**config.mk**
```make
export PLATFORM = sky130hd
export DESIGN_NAME = ufea_ctrl
export DESIGN_NICKNAME = d
export VERILOG_FILES = /design/src/hw/rtl/ufea_pkg.sv /design/src/hw/rtl/ufea_ctrl.sv
export SDC_FILE = /design/constraint.sdc
export NUM_CORES = 1
export LEC_CHECK = 0
export BUFFER_PORTS_ARGS = -buffer_cell sky130_fd_sc_hd__buf_2
export CORE_AREA = 2 2 39 41
export CTS_CLUSTER_DIAMETER = 120
export CTS_CLUSTER_SIZE = 14
export DETAILED_ROUTE_END_ITERATION = 10
export DIE_AREA = 0 0 41 43
export GPL_ROUTABILITY_DRIVEN = 0
export HOLD_SLACK_MARGIN = 0.15
export PLACE_DENSITY = 0.63
export SLEW_MARGIN = 20
export SYNTH_ARGS = -nofsm -noshare
export SYNTH_HDL_FRONTEND = slang
export SYNTH_SLANG_ARGS = --single-unit
```
**constraint.sdc**
```tcl
create_clock -name clk -period 3.55 [get_ports clk]
set_input_delay 0.5325 -clock clk [delete_from_list [all_inputs] [get_ports clk]]
set_output_delay 0.5325 -clock clk [all_outputs]
set_load 0.02 [all_outputs]
```
**src/hw/rtl/ufea_pkg.sv**
```systemverilog
// Shared types and constants for the union-find edge acceptor.
// No dependencies; imported by every module of the block.
`default_nettype none

package ufea_pkg;

    localparam int NODES_DEF       = 1024;
    localparam int WEIGHT_BITS_DEF = 32;
    localparam int NODE_W          = 10;
    localparam int WEIGHT_W        = 32;
    localparam int SUM_W           = 48;
    localparam logic [NODE_W-1:0] NODE_COUNT_RESET = 10'd1023;

    typedef enum logic [3:0] {
        ST_CLEAR,
        ST_IDLE,
        ST_CHECK,
        ST_WALK_START,
        ST_WALK,
        ST_COMP_START,
        ST_COMP,
        ST_LINK,
        ST_OUTPUT
    } state_t;

    typedef enum logic [3:0] {
        DP_NOP,
        DP_CLEAR,
        DP_LOAD,
        DP_WALK_START,
        DP_WALK_STEP,
        DP_COMP_START,
        DP_COMP_STEP,
        DP_LINK,
        DP_DONE
    } dp_op_t;

    typedef struct packed {
        dp_op_t op;
        logic   use_b;
    } dp_cmd_t;

    typedef struct packed {
        logic clear_last;
        logic bad;
        logic at_root;
        logic start_is_root;
        logic comp_end;
    } dp_status_t;

endpackage

`default_nettype wire

```
**src/hw/rtl/ufea_ctrl.sv**
```systemverilog
// Sequencer for the union-find edge acceptor: clearing pass, two root walks,
// up to two compression passes, link and result strobe. Depends on ufea_pkg.
`default_nettype none

module ufea_ctrl
    import ufea_pkg::*;
(
    input  wire              clk,
    input  wire              rst_n,
    input  wire              start,
    input  wire dp_status_t  status,
    output dp_cmd_t          cmd,
    output logic             busy
);

    state_t state_reg, state_next;
    logic   side_reg, side_next;

    always_ff @(posedge clk or negedge rst_n)
    begin
        if (!rst_n)
        begin
            state_reg <= ST_CLEAR;
            side_reg  <= 1'b0;
        end
        else
        begin
            state_reg <= state_next;
            side_reg  <= side_next;
        end
    end

    always_comb
    begin
        state_next = state_reg;
        side_next  = side_reg;
        cmd.op     = DP_NOP;
        cmd.use_b  = side_reg;
        busy       = (state_reg != ST_IDLE);

        case (state_reg)
            ST_CLEAR:
            begin
                cmd.op = DP_CLEAR;
                if (status.clear_last)
                    state_next = ST_IDLE;
            end
            ST_IDLE:
            begin
                if (start)
                begin
                    cmd.op     = DP_LOAD;
                    state_next = ST_CHECK;
                end
            end
            ST_CHECK:
            begin
                side_next = 1'b0;
                if (status.bad)
                    state_next = ST_OUTPUT;
                else
                    state_next = ST_WALK_START;
            end
            ST_WALK_START:
            begin
                cmd.op     = DP_WALK_START;
                state_next = ST_WALK;
            end
            ST_WALK:
            begin
                cmd.op = DP_WALK_STEP;
                if (status.at_root)
                    state_next = ST_COMP_START;
            end
            ST_COMP_START:
            begin
                cmd.op = DP_COMP_START;
                if (status.start_is_root)
                begin
                    // start node is its own root: nothing to compress
                    if (side_reg)
                        state_next = ST_LINK;
                    else
                    begin
                        side_next  = 1'b1;
                        state_next = ST_WALK_START;
                    end
                end
                else
                    state_next = ST_COMP;
            end
            ST_COMP:
            begin
                cmd.op = DP_COMP_STEP;
                if (status.comp_end)
                begin
                    if (side_reg)
                        state_next = ST_LINK;
                    else
                    begin
                        side_next  = 1'b1;
                        state_next = ST_WALK_START;
                    end
                end
            end
            ST_LINK:
            begin
                cmd.op     = DP_LINK;
                state_next = ST_OUTPUT;
            end
            ST_OUTPUT:
            begin
                cmd.op     = DP_DONE;
                state_next = ST_IDLE;
            end
            default:
            begin
                state_next = ST_IDLE;
            end
        endcase
    end

endmodule

`default_nettype wire

```
Word-level counts from Yosys, hierarchy flattened
Index checks and enable logic that the tools add are counted.
{"block": "word_totals", "output_inout_bits": 6, "inputBits": 8, "reg_bits": 5, "wordCells": 33}
{"block": "op_classes", "eq_ne": 14, "n_reduce_logical": 4, "mux": 13}
{"cell": "$pmux 4 s8", "n": 2}
{"cell": "$mux 4", "n": 6}
{"cell": "$eq 4x3->1 const B", "n": 4}
{"cell": "$ne 2x2->1 const B", "n": 5}
{"cell": "$eq 4x2->1 const B", "n": 2}
{"cell": "$eq 4x1->1 const B", "n": 1}
{"cell": "$eq 4x4->1 const B", "n": 1}
{"cell": "$logic_not 4->1", "n": 1}
{"cell": "$ne 4x1->1 const B", "n": 1}
{"cell": "$reduce_and 4->1", "n": 1}
{"cell": "$mux 3", "n": 1}
{"cell": "$pmux 1 s3", "n": 1}
{"cell": "$reduce_and 3->1", "n": 1}
{"cell": "$reduce_bool 3->1", "n": 1}
{"cell": "$mux 1", "n": 2}
{"cell": "$mux 2", "n": 1}

Logic depth before layout (Yosys ltp)
{"block": "depth", "depth_word": 3, "ltp_mapped": 4}

Worst setup path after synthesis
Ideal clock, no wire load.
{"block": "synth_path", "path_kind": "reg2out", "start": "register state_reg[0]", "end": "output port cmd[4] (netlist bit)", "stages_incl_launch_ff": 3, "setup_slack_ps": 1653, "t_required_ps": 3017, "t_arrival_ps": 1365, "path_cell_list": "dfrtp_1 buf_2 nor4b_1"}
{"element": "start, declared", "line_no": "ufea_ctrl.sv:16", "source": "state_t state_reg, state_next;"}
{"element": "start signal, assigned", "line_no": "ufea_ctrl.sv:28", "source": "state_reg <= state_next;"}
{"element": "end, declared", "line_no": "ufea_ctrl.sv:12", "source": "output dp_cmd_t cmd,"}

==> summary.md <==
| Metric | Value |
|---|---|
| Gate Count Post-Synth | 47 |
| Worst skew pair latency | 230 ps |
| Clk slew on worst S/H paths | roughly 40 ps |
| Post-route DRC | 0 |
| F_max | 519 MHz |
| Routed Wire Length | 819 um |
| Max_cap viols | 0 |
| RSZ-0062 raised after global routing | no |
| ANT cells | 0 |
| Largest net degree at the start of global routing | 17 |
| CP max stage cell | dfrtp_1 |
| CTS tree | yes |
| CTS Sinks | 5 |
| IO Port Bufs | 13 |
| Worst min-delay path class | primary input to async pin |
| Post-route cell area | 483 um2 |
| H-tree Lvls | 1 |
| Adder-Cell Fraction of Synth Area | 0% |
| Std cell rows | 14 |
| PostCTS Resize Cnt | 0 |
| # IOs | 14 |
| Static leakage | 0.218 nW |
| Status | finished, final reports clean |
| Switching Share | 46.7% |
| NetSw | 0.213 mW |
| Slack of the worst reg-to-reg path | about 2200 ps |
| Synthesized flop and latch total | 5 |
| Critical Path End Type | output port |
| Final setup viols | 0 |
| Initial core utilization | between 20% and 30% |
| CP Class | flip-flop to output port |
| Synth Area in XOR/XNOR | 2.21% |
| Critical Path RT | 3020 ps |
| Slew @ Worst Pin | 442 ps |
| Die W | 41 um |
| Sequential Power Share | approximately 33% |
| Via Count | 367 |
| Final Hold Viols | 0 |
| Die area | between 0.0015 and 0.002 mm2 |
| Syn nets | 55 |
| Pint | 0.244 mW |
| Largest family of logic cells by synthesized area | simple AND/OR/NAND/NOR gates |
| Final nets | 69 |
| Clk buf depth | 2 |
| Synth cell types | 25 |
| Max FFs per register | 4 |
| Top-area cell type share of the netlist area | 31.5% |
| Overall Global Routing Usage | a little over a tenth |
| Comb pwr share | between 50 and 60% |
| Placed cell areas | 447 um2 |
| FF-to-FF End | state_reg[1] |
| Cts bufs inserted | 3 |
| Pre-antenna DRT Iters | 4 |
| Routed len/inst | ~11 um |
| Hpwl dp | between 600 and 700 um |
| Hold slack | 635 ps |
| Synthesized cell area | 397 um2 |
| Post-synthesis compound-gate area fraction | 16.7% |
| Power per cell area | 946 mW/mm2 |
| Global-route wire length before repair | roughly 1300 um |
| Multiplexer share of the synthesized area | 5.05% |
| Clock Power Share | 13.7% |
| Post-CTS setup repair buffer count | 0 |
| Crit-path max FO | 13 |
| Clock tree root driver cell | clkbuf_4 |
| Post-route clock period utilization | 54.3% |
| Setup TNS | 0 ps |
| Critical Path AT | 1390 ps |
| Normalized max-slew margin | 70.5% |
| Synth Area in Simple Gates | 34.7% |
| Initial antenna violation count | 0 |
| Worst r2r path cells | 3 |
| Die Ht | 43 um |
| Tmin final | 1930 ps |
| GRT overflow | 0 |
| Worst r2r src | state_reg[2] |
| Synth Area per Inst | 8.44 um2 |
| Largest area contributor in the synthesized netlist | dfrtp_1 |
| Register area share after synthesis | 31.5% |
| Max Slew Vio Count | 0 |
| Area growth from synthesis to layout | 21.8% |
| Vias in the first global route | ~350 |
| Starting DRC count in detailed routing | 2 |
| Synth area leaders | dfrtp_1, nand3b_1, mux2i_1 |
| Syn. warnings | 0 |
| Vias/cell | a little under 5 |
| Setup Skew | 1.03 ps |
| Max incr delay on CP | 500 ps |
| Core area | roughly 0.0014 mm2 |
| CP Cell Sequence | and2b_1, nor2_1, nor3_1, buf_2 |
| Post-route ant nets | 0 |
| Worst VDD drop | approximately 220 uV |
| Layout cell share with drive strength beyond 1 | 30.0% |
| CP Launch Type | flip-flop |
[stage by stage]
stage / setup slack (ps) / util [%] / total power [mW] / std cells
2_1_floorplan: 1650 / - / 0.353 / 47
3_3_place_gp: 1900 / 32.3 / 0.395 / 71
3_5_place_dp: 1880 / 32.3 / 0.397 / 71
4_1_cts: 1620 / 34.9 / 0.464 / 76
5_1_grt: 1520 / 34.9 / 0.497 / 76
6_report: 1620 / 34.9 / 0.457 / 76
[placed cells by master, fill, tap and decap left out, types with 2 or more instances in the layout]
| cell | n |
|---|---|
| a21oi_1 | 2 |
| nor2b_1 | 2 |
| o21ai_0 | 3 |
| nand2_1 | 2 |
| and2b_1 | 2 |
| nor3_1 | 2 |
| mux2i_1 | 2 |
| buf_2 | 13 |
| nand3b_1 | 5 |
| clkbuf_4 | 3 |
| nor2_1 | 5 |
| or3_1 | 2 |
| dfrtp_1 | 5 |
[timing repair]
action | CTS | global route
setup endpoints to repair | 0 | 0
hold endpoints to repair | 5 | 0
hold buffers | 1 | 0
[cells in the mapped netlist (all sizes together)]
master  count
dfrtp       5
nand3b      5
nor2        5
buf         4
o21ai       4
a21oi       2
and2b       2
mux2i       2
nand2       2
nor2b       2
nor3        2
or3         2
a21bo       1
a41o        1
clkbuf      1
inv         1
nand2b      1
nor4b       1
o211ai      1
o41ai       1
or3b        1
xnor2       1
[per-layer routing]
| metal | GRT usage [%] | share of wire, % | wire (um) | up-vias |
|---|---|---|---|---|
| met2 | 16.3 | 44 | 360 | 12 |
| met1 | 13.4 | 48 | 396 | 162 |
| met3 | 1.57 | 7.7 | 63 | 0 |
| met4 | 8.00 | 0 | 0 | 0 |
| met5 | 0 | 0 | 0 | - |
| li1 | - | - | - | 193 |
[power groups by stage]
stage | Clock, mW | Combinational (mW) | Sequential (mW)
finish | 0.0624 | 0.245 | 0.149
global route | 0.0690 | 0.272 | 0.157
CTS | 0.0660 | 0.249 | 0.148
detailed placement | 0 | 0.248 | 0.149
global placement | 0 | 0.246 | 0.149
floorplan | 0 | 0.252 | 0.100
[cell type report]
cell class / count / area [um2]
clock buffers: 4 / 26.3
fillers: 165 / 901
inverters: 1 / 3.75
multi-input cells: 36 / 233
flip-flops and latches: 5 / 125
well taps: 16 / 20.0
repair buffers: 14 / 75.1
[cells by family after synthesis]
kind of cell / after synthesis
simple gates: 23
xor+xnor: 1
mux: 2
buf+inv: 6
compound gates: 10
flops: 5
[how the worst max path moves through the flow]
stage | from | end | depth (start not counted)
after global placement | start | cmd[2] | 5
after global routing | state_reg[2] | cmd[2] | 4
after CTS | state_reg[2] | cmd[2] | 4
after detailed placement | state_reg[2] | cmd[2] | 4
after floorplan | state_reg[0] | cmd[4] | 2
final | state_reg[2] | cmd[2] | 4
[critical path: cells and delay by family, from the launching register on]
| family | cells | cell delay, ps |
|---|---|---|
| buffers and inverters | 1 | 190 |
| AND/OR/NAND/NOR | 3 | 460 |
| flip-flops | 1 | 500 |
Power figures use the tool's default switching activity.
